`src/rtl/nibacc_pkg.sv`:
```
// Shared opcodes, widths and state types of the nibble opcode accumulator CPU.
package nibacc_pkg;

    localparam int ADDR_W    = 4;
    localparam int DATA_W    = 8;
    localparam int MEM_DEPTH = 1 << ADDR_W;

    localparam logic [3:0] OPC_NOP = 4'h0;
    localparam logic [3:0] OPC_LDA = 4'h1;
    localparam logic [3:0] OPC_ADD = 4'h2;
    localparam logic [3:0] OPC_SUB = 4'h3;
    localparam logic [3:0] OPC_STA = 4'h4;
    localparam logic [3:0] OPC_JMP = 4'h5;
    localparam logic [3:0] OPC_JMC = 4'h6;
    localparam logic [3:0] OPC_JMZ = 4'h7;
    localparam logic [3:0] OPC_OUT = 4'h8;
    localparam logic [3:0] OPC_HLT = 4'h9;
    localparam logic [3:0] OPC_LDI = 4'hA;

    localparam logic FUNC_LOAD = 1'b0;
    localparam logic FUNC_STEP = 1'b1;

    typedef struct packed {
        logic [DATA_W-1:0] acc;
        logic [DATA_W-1:0] outv;
        logic [ADDR_W-1:0] pc;
        logic              carry;
        logic              borrow;
    } cpu_state_t;

    typedef struct packed {
        logic              en;
        logic [ADDR_W-1:0] addr;
        logic [DATA_W-1:0] data;
    } mem_wr_t;

endpackage

```
`src/rtl/nibacc_exec.sv`:
```
// Instruction execute unit: decodes one fetched word and forms the next CPU state.
module nibacc_exec
    import nibacc_pkg::*;
(
    input  cpu_state_t        cur,
    input  logic [DATA_W-1:0] word,
    input  logic [DATA_W-1:0] opnd,
    output cpu_state_t        nxt,
    output mem_wr_t           wr,
    output logic              halt
);

    logic [3:0]        opc;
    logic [ADDR_W-1:0] arg;
    logic [ADDR_W-1:0] pc_inc;
    logic [DATA_W:0]   sum;
    logic [DATA_W:0]   diff;

    assign opc    = word[DATA_W-1:DATA_W-4];
    assign arg    = word[ADDR_W-1:0];
    assign pc_inc = cur.pc + ADDR_W'(1);
    assign sum    = {1'b0, cur.acc} + {1'b0, opnd};
    assign diff   = {1'b0, cur.acc} - {1'b0, opnd};

    always_comb begin
        nxt     = cur;
        nxt.pc  = pc_inc;
        halt    = 1'b0;
        wr.en   = 1'b0;
        wr.addr = arg;
        wr.data = cur.acc;
        unique case (opc)
            OPC_LDA: begin
                nxt.acc = opnd;
            end
            OPC_LDI: begin
                nxt.acc = DATA_W'(arg);
            end
            OPC_ADD: begin
                nxt.acc = sum[DATA_W-1:0];
                if (sum[DATA_W]) begin
                    nxt.carry = 1'b1;
                end
            end
            OPC_SUB: begin
                nxt.acc = diff[DATA_W-1:0];
                if (diff[DATA_W]) begin
                    nxt.borrow = 1'b1;
                end
            end
            OPC_STA: begin
                wr.en = 1'b1;
            end
            OPC_JMP: begin
                nxt.pc = arg;
            end
            OPC_JMC: begin
                if (cur.carry) begin
                    nxt.pc    = arg;
                    nxt.carry = 1'b0;
                end
            end
            OPC_JMZ: begin
                if (cur.borrow) begin
                    nxt.pc     = arg;
                    nxt.borrow = 1'b0;
                end
            end
            OPC_OUT: begin
                nxt.outv = opnd;
            end
            OPC_HLT: begin
                nxt.pc = cur.pc;
                halt   = 1'b1;
            end
            default: begin
                nxt.pc = pc_inc;
            end
        endcase
    end

endmodule

```
`src/rtl/nibble_opcode_accumulator_cpu.sv`:
```
// Top level of the nibble opcode accumulator CPU with its register file and result register.
//
//   channel | direction | handshake          | payload
//   s_      | in        | s_valid / s_ready  | s_func, s_load_addr, s_load_data
//   m_      | out       | m_valid / m_ready  | m_acc_value, m_out_value, m_prog_counter,
//           |           |                    | m_carry_set, m_borrow_set, m_halted
//
// One transaction is accepted per cycle while s_ready is high; its result is written
// to the result register. The fetch, the operand read of the 16-byte register file and the
// execute unit form one combinational path from the state registers to the result.
// Synchronous active-low reset clears the memory, the CPU registers and the result valid flag.
// While a result is held by m_ready low, s_ready is low; s_ready is high when the
// result register is empty or is being emptied in the same cycle.
module nibble_opcode_accumulator_cpu
    import nibacc_pkg::*;
(
    input  logic              aclk,
    input  logic              aresetn,
    input  logic              s_valid,
    output logic              s_ready,
    input  logic              s_func,
    input  logic [ADDR_W-1:0] s_load_addr,
    input  logic [DATA_W-1:0] s_load_data,
    output logic              m_valid,
    input  logic              m_ready,
    output logic [DATA_W-1:0] m_acc_value,
    output logic [DATA_W-1:0] m_out_value,
    output logic [ADDR_W-1:0] m_prog_counter,
    output logic              m_carry_set,
    output logic              m_borrow_set,
    output logic              m_halted
);

    logic [DATA_W-1:0] mem_reg [MEM_DEPTH];
    cpu_state_t        state_reg;
    cpu_state_t        state_next;
    cpu_state_t        exec_state;
    mem_wr_t           exec_wr;
    logic              exec_halt;
    logic [DATA_W-1:0] word;
    logic [DATA_W-1:0] opnd;
    logic              fire;
    logic              step;
    logic              m_valid_reg;
    cpu_state_t        res_reg;
    logic              halt_reg;

    assign fire    = s_valid && s_ready;
    assign step    = (s_func == FUNC_STEP);
    assign s_ready = !m_valid_reg || m_ready;
    assign word    = mem_reg[state_reg.pc];
    assign opnd    = mem_reg[word[ADDR_W-1:0]];

    nibacc_exec u_exec (
        .cur  (state_reg),
        .word (word),
        .opnd (opnd),
        .nxt  (exec_state),
        .wr   (exec_wr),
        .halt (exec_halt)
    );

    assign state_next = step ? exec_state : state_reg;

    always_ff @(posedge aclk) begin
        if (!aresetn) begin
            for (int i = 0; i < MEM_DEPTH; i++) begin
                mem_reg[i] <= '0;
            end
        end else if (fire) begin
            if (!step) begin
                mem_reg[s_load_addr] <= s_load_data;
            end else if (exec_wr.en) begin
                mem_reg[exec_wr.addr] <= exec_wr.data;
            end
        end
    end

    always_ff @(posedge aclk) begin
        if (!aresetn) begin
            state_reg   <= '0;
            m_valid_reg <= 1'b0;
        end else begin
            if (fire) begin
                state_reg   <= state_next;
                m_valid_reg <= 1'b1;
            end else if (m_ready) begin
                m_valid_reg <= 1'b0;
            end
        end
    end

    always_ff @(posedge aclk) begin
        if (fire) begin
            res_reg  <= state_next;
            halt_reg <= step && exec_halt;
        end
    end

    assign m_valid        = m_valid_reg;
    assign m_acc_value    = res_reg.acc;
    assign m_out_value    = res_reg.outv;
    assign m_prog_counter = res_reg.pc;
    assign m_carry_set    = res_reg.carry;
    assign m_borrow_set   = res_reg.borrow;
    assign m_halted       = halt_reg;

    // The pending result always mirrors the architectural state it reports.
    a_result_matches_state: assert property (@(posedge aclk) disable iff (!aresetn)
        m_valid |-> (m_prog_counter == state_reg.pc) && (m_acc_value == state_reg.acc)
                    && (m_carry_set == state_reg.carry) && (m_borrow_set == state_reg.borrow))
        else $error("result register out of step with CPU state");

    // A load transaction never reports a halt and never moves the program counter.
    a_load_no_halt: assert property (@(posedge aclk) disable iff (!aresetn)
        fire && !step |=> !m_halted && (state_reg.pc == $past(state_reg.pc)))
        else $error("load transaction changed execution state");

    // A halt keeps the program counter where it was.
    a_halt_holds_pc: assert property (@(posedge aclk) disable iff (!aresetn)
        fire && step && exec_halt |=> state_reg.pc == $past(state_reg.pc))
        else $error("halt moved the program counter");

    // An empty result register always lets a new transaction in.
    a_ready_when_empty: assert property (@(posedge aclk) disable iff (!aresetn)
        !m_valid |-> s_ready)
        else $error("input stalled with empty result register");

endmodule
```
`config.mk`:
```
export PLATFORM = sky130hd
export DESIGN_NAME = nibble_opcode_accumulator_cpu
export DESIGN_NICKNAME = d
export VERILOG_FILES = /design/src/rtl/nibacc_pkg.sv /design/src/rtl/nibacc_exec.sv /design/src/rtl/nibble_opcode_accumulator_cpu.sv
export SDC_FILE = /design/constraint.sdc
export NUM_CORES = 1
export LEC_CHECK = 0
export BUFFER_PORTS_ARGS = -buffer_cell sky130_fd_sc_hd__buf_2
export CORE_MARGIN = 3
export CORE_UTILIZATION = 55
export CTS_CLUSTER_DIAMETER = 60
export DETAILED_ROUTE_END_ITERATION = 8
export MAX_ROUTING_LAYER = met4
export PLACE_DENSITY = 0.7
export SYNTH_ARGS = -nofsm -noshare
export SYNTH_HDL_FRONTEND = slang
export SYNTH_SLANG_ARGS = --single-unit
```
`constraint.sdc`:
```
create_clock -name aclk -period 6.32 [get_ports aclk]
set_input_delay 0 -clock aclk [delete_from_list [all_inputs] [get_ports aclk]]
set_output_delay 0 -clock aclk [all_outputs]
set_load 0.005 [all_outputs]
```
# [After elaboration in Yosys (flattened, before gate mapping)]
# Memories as Yosys holds them, arrays and structs flattened. A register that Yosys moved wholly into a read port is not among the register bits.
# Cells that the tools add are included.
[word_totals] wordCells=65 reg_bits=46 in_bits=17 out_inout_bits=25 ram_bits=128 n_memories=1
[classes] n_reduce_logical=7 n_eq_ne=10 add_sub_neg=3 n_mux=32
[memory_table] name="mem_reg" words=16 word_bits=8 rd=2 rd_clocked_by_memory_dff=1 wr=16 line="nibble_opcode_accumulator_cpu.sv:34" source="logic [DATA_W-1:0] mem_reg [MEM_DEPTH];"
[ops] cell="8-bit case mux with 4 select lines" n=1
[ops] cell="8-bit two-way mux" n=3
[ops] cell="22-bit two-way mux" n=1
[ops] cell="4-bit two-way mux" n=5
[ops] cell="1-bit two-way mux" n=18
[ops] cell="4-bit by 3-bit equality test with 1-bit output (second input constant)" n=4
[ops] cell="4-bit case mux with 4 select lines" n=1
[ops] cell="8-bit OR reduction" n=2
[ops] cell="4-bit equality test (second input constant)" n=3
[ops] cell="8-bit by 8-bit adder with 9-bit output" n=1
[ops] cell="8-bit by 8-bit subtractor with 9-bit output" n=1
[ops] cell="4-bit by 2-bit equality test with 1-bit output (second input constant)" n=2
[ops] cell="5-bit two-way mux" n=1
[ops] cell="4-bit by 1-bit adder with 4-bit output (second input constant)" n=1
[ops] cell="4-bit by 1-bit equality test with 1-bit output (second input constant)" n=1
[ops] cell="1-bit case mux with 2 select lines" n=2
[ops] cell="1-bit logical AND" n=2
[ops] cell="2-bit nonzero test" n=1
[ops] cell="1-bit zero test" n=1
[ops] cell="1-bit logical OR" n=1

# [Logic depth before layout (Yosys ltp)]
[logic_depth] ltp_word=9 mapped_depth=23 mapped_depth_nobuf=19

# [By module]
# From an unflattened synthesis, not the netlist that was laid out.
[unflattened] hier_cells=957 area_unflattened_um2=10606.4
[by_module_without_submodules] mod="nibble_opcode_accumulator_cpu" seq_area_each_um2=5074.9 area_each_um2=9056.2 n_inst=1 cells_each=751
[by_module_without_submodules] mod="nibacc_exec" seq_area_each_um2=0.0 area_each_um2=1550.2 n_inst=1 cells_each=206

# [Worst setup path after synthesis]
# No wires, ideal clock.
[synth_timing] kind="reg-to-reg" from="reg (tool-made name)" to="reg res_reg (netlist bit m_acc_value[6]), data pin" stages_incl_launch_ff=22 required_time_ps=6047 setup_ps=273 period_less_slack_ps=4395 n_path_buf=3 setup_slack_ps=1925 arrival_ps=4122 cell_sequence="dfxtp_1 -> buf_6 -> buf_6 -> mux4_2 -> mux2i_1 -> or2_2 -> and2_1 -> buf_2 -> a41oi_1 -> and3_1 -> a221oi_1 -> inv_1 -> ha_1 -> fa_1 -> o21bai_1 -> a21oi_1 -> o21bai_1 -> a21oi_1 -> nor2_1 -> nor3_1 -> o21ai_0 -> a31oi_1"
[synth_lines] item="end signal, assigned" line="nibble_opcode_accumulator_cpu.sv:95" source="res_reg <= state_next;"
[synth_lines] item="end, declared" line="nibble_opcode_accumulator_cpu.sv:45" source="cpu_state_t res_reg;"

==> impl_results.md <==
- Run status: finished, final reports clean
- Kind of critical path: flop to flop
- Synth cell count leaders: nor2_1 (167), edfxtp_1 (151), nand2_1 (83), mux2i_1 (70), o21ai_0 (48)
- Routing usage on met1: 0.419
- Share of Yosys cell area claimed by the top area cell type: 0.437
- Sw frac: 0.329
- Pre-Repair DR Iteration Count: 6
- Synth unique cells: 75
- Design Area, Final: 11,400 um2
- Worst-Skew Late Latency: 450 ps
- Die width: 143 um
- Setup TNS: 0 ps
- Grt met3 use: 0.0642
- Period minus WS final: 5610 ps
- Postcts setup bufs: 0
- Die ar.: 20,600 um2
- Routed len/inst: 24.5 um
- Worst Max-Slew Pin Slew: 921 ps
- Buffers & Inverters on Critical Path: 2
- Multi-input gate area: 4960 um2
- Final layout net count: 1,023
- Final worst slack: 709 ps
- Synth Instances: 953
- DP Worst Slack: 930 ps
- CP max-delay cell: dfxtp_1
- Die H: 143 um
- Post-cts resize count: 0
- Synth area leaders: edfxtp_1 (44%), mux2i_1 (6.7%), mux4_2 (6.7%)
- CTS root buffer: clkbuf_16
- Post-Syn Nets: 991
- Setup Viol. Count Final: 0
- Layout Cells excl Fill: 1,228
- FF-to-FF path depth: 19
- Clock skew: 14.0 ps
- Largest net degree at the start of global routing: 46
- Pwr Density: 288 nW/um2
- Combinational power share: 0.256
- FMAX: 0.178 GHz
- Number of enable flip-flop cells after synthesis: 151
- Final Wtd Congestion: 1.06
- Leading area contributor after synthesis: edfxtp_1
- RSZ-0062 raised after global routing: no
- GR Util met2: 0.468
- DPL Wire Length: 22.0 mm
- Initial core utilization: 0.569
- Port Buf Inserts: 41
- Global routing's busiest layer: met2
- CTS Sinks: 178
- Leak pwr: 4.34 nW
- FF-to-FF End: m_acc_value[6]$_DFFE_PP_
- Cts bufs inserted: 17
- CTS tree: done
- Total core area: 18,300 um2
- Area of the mapped netlist: 10,400 um2
- CP max FO: 21
- Initial antenna violation count: 0
- Post-synth ARST share: 0
- Max Cap Viol: 0
- Vias in the first global route: 7,711
- Placement-stage cell area: 10,800 um2
- Row count: 49
- R2R Setup Slk: 710 ps
- Yosys warnings: 0
- Fillcell total: 1,490
- CP peak stage delay: 620 ps
- Min-Delay Startpoint: s_func
- Share of cells above drive strength 1: 0.191
- Final period util: 0.888
- GRT Overall Usage: 0.310
- Hold Fails Final Rpt: 0
- CTS Buffer Depth: 2
- First-pass GRT wire length: 45.8 mm
- Synth Flop Type: edfxtp_1
- Critical path required time: 6500 ps
- Hold Path Cell Cnt: 3
- Clock slew at reported path FFs: 70 ps
- Worst rel slew slack: 0.381
- Peak supply drop: 0.233 mV
- Initial DRC Count: 1,136
- H-tree depth: 4
- Area added between synthesis and finish: 10.0%
- Total area of sequential cells: 5080 um2
- GRT overflow: 0
- Worst hold path endpoint: state_reg[1]$_SDFFE_PN0P_
- Most numerous cell in the Yosys netlist: nor2_1
- Largest register FFs: 128
- Hold WC Path Type: input pin to flop
- Slew Limit Fails: 0
- Delay-heaviest family, CP: compound AO/OA/AOI/OAI gates
- Int Pwr: 0.00221 W
- CP cell instances: buf_4 -> mux4_2 -> mux2i_1 -> or2_2 -> and2_1 -> a41oi_1 -> and3_1 -> a221oi_1 -> inv_1 -> ha_1 -> fa_1 -> o21bai_1 -> a21oi_1 -> o21bai_1 -> a21oi_1 -> nor2_1 -> nor3_1 -> o21ai_0 -> a31oi_1
- Net Sw Power: 0.00108 W
- Crit start category: flop
- # IOs: 42
- Antenna Nets Post-Route: 0
- Vias per Instance: 6.59
- Clock network power share: 0.325
- Mapped Avg Cell Area: 10.9 um2
- DR DRC count: 0
- WP data arrival: 5790 ps
- Reg power frac: 0.419
- Via count: 8,087
- Sequential fraction of the synthesis area: 0.489
- DRT Wirelength: 30.1 mm
- Post-synthesis register bit count: 178
- Placed cells: 1,193
- CP endpoint kind: flop
-- repair_timing --
| action | CTS | global route |
|---|---|---|
| setup endpoints to repair | 0 | 0 |
| hold buffers | 2 | 0 |
| hold endpoints to repair | 1 | 0 |
-- worst min-delay path: cells and delay by family --
kind            cells  cell delay, ps
compound gates      2             220
buf+inv             1             220
-- metal layers --
metal,vias to the layer above,wire length (um)
met5,-,0
met4,0,1090
met3,73,2810
met2,482,13800
met1,3920,12300
li1,3612,-
-- power by group through the flow --
stage,clock network [W],logic (W),registers (W)
floorplan,0,0.000602,0.00138
global placement,0,0.000807,0.00140
detailed placement,0,0.000815,0.00140
CTS,0.00107,0.000821,0.00138
global route,0.00112,0.000906,0.00138
finish,0.00107,0.000841,0.00138
-- cell type report --
class	count	share of cell area
diodes	1	0.000219
clock buffers	17	0.0372
clock inverters	15	0.0142
inverters	24	0.00788
multi-input cells	695	0.434
flip-flops and latches	178	0.444
well taps	229	0.0251
repair buffers	69	0.0368
-- worst max-delay path by stage --
stage	from	to	depth (start not counted)
after detailed placement	flop	m_acc_value[6]$_DFFE_PP_	19
after global routing	flop	m_acc_value[6]$_DFFE_PP_	19
final	flop	m_acc_value[6]$_DFFE_PP_	19
after CTS	flop	m_acc_value[6]$_DFFE_PP_	19
after floorplan	flop	m_acc_value[6]$_DFFE_PP_	21
after global placement	flop	m_acc_value[6]$_DFFE_PP_	18
-- per-stage QoR --
stage | power [W] | util | hold WS [ps]
after floorplan | 0.00198 | - | 132
after global placement | 0.00221 | 0.592 | 273
after detailed placement | 0.00222 | 0.592 | 273
after CTS | 0.00327 | 0.625 | 26.0
after global routing | 0.00341 | 0.625 | 73.1
final | 0.00329 | 0.625 | 42.3
-- kinds of logic after synthesis --
| logic type | count (synthesis) | share of synthesized area |
|---|---|---|
| compound gates | 195 | 0.131 |
| xor+xnor | 8 | 0.00675 |
| fa+ha+maj | 21 | 0.0267 |
| buf+inv | 80 | 0.0349 |
| flops | 178 | 0.489 |
| mux | 119 | 0.154 |
| simple gates | 352 | 0.158 |
-- cell usage in the layout (no fill, tap or decap), drive strengths merged, types with 6 or more instances in the layout --
cell type,netlist,final
nor2,168,168
edfxtp,151,151
nand2,99,99
mux2i,71,71
buf,28,67
o21ai,54,54
a21oi,42,42
mux4,31,31
inv,22,30
dfxtp,27,27
nand3,25,25
ha,19,19
mux2,17,17
clkbuf,28,17
a31oi,11,11
o22ai,10,10
and3,10,10
o211ai,10,10
nor3,10,10
nand4,9,9
nor2b,8,8
clkinv,2,7
a22o,6,6
xnor2,6,6
a22oi,6,6
(Power assumes the default switching activity.)
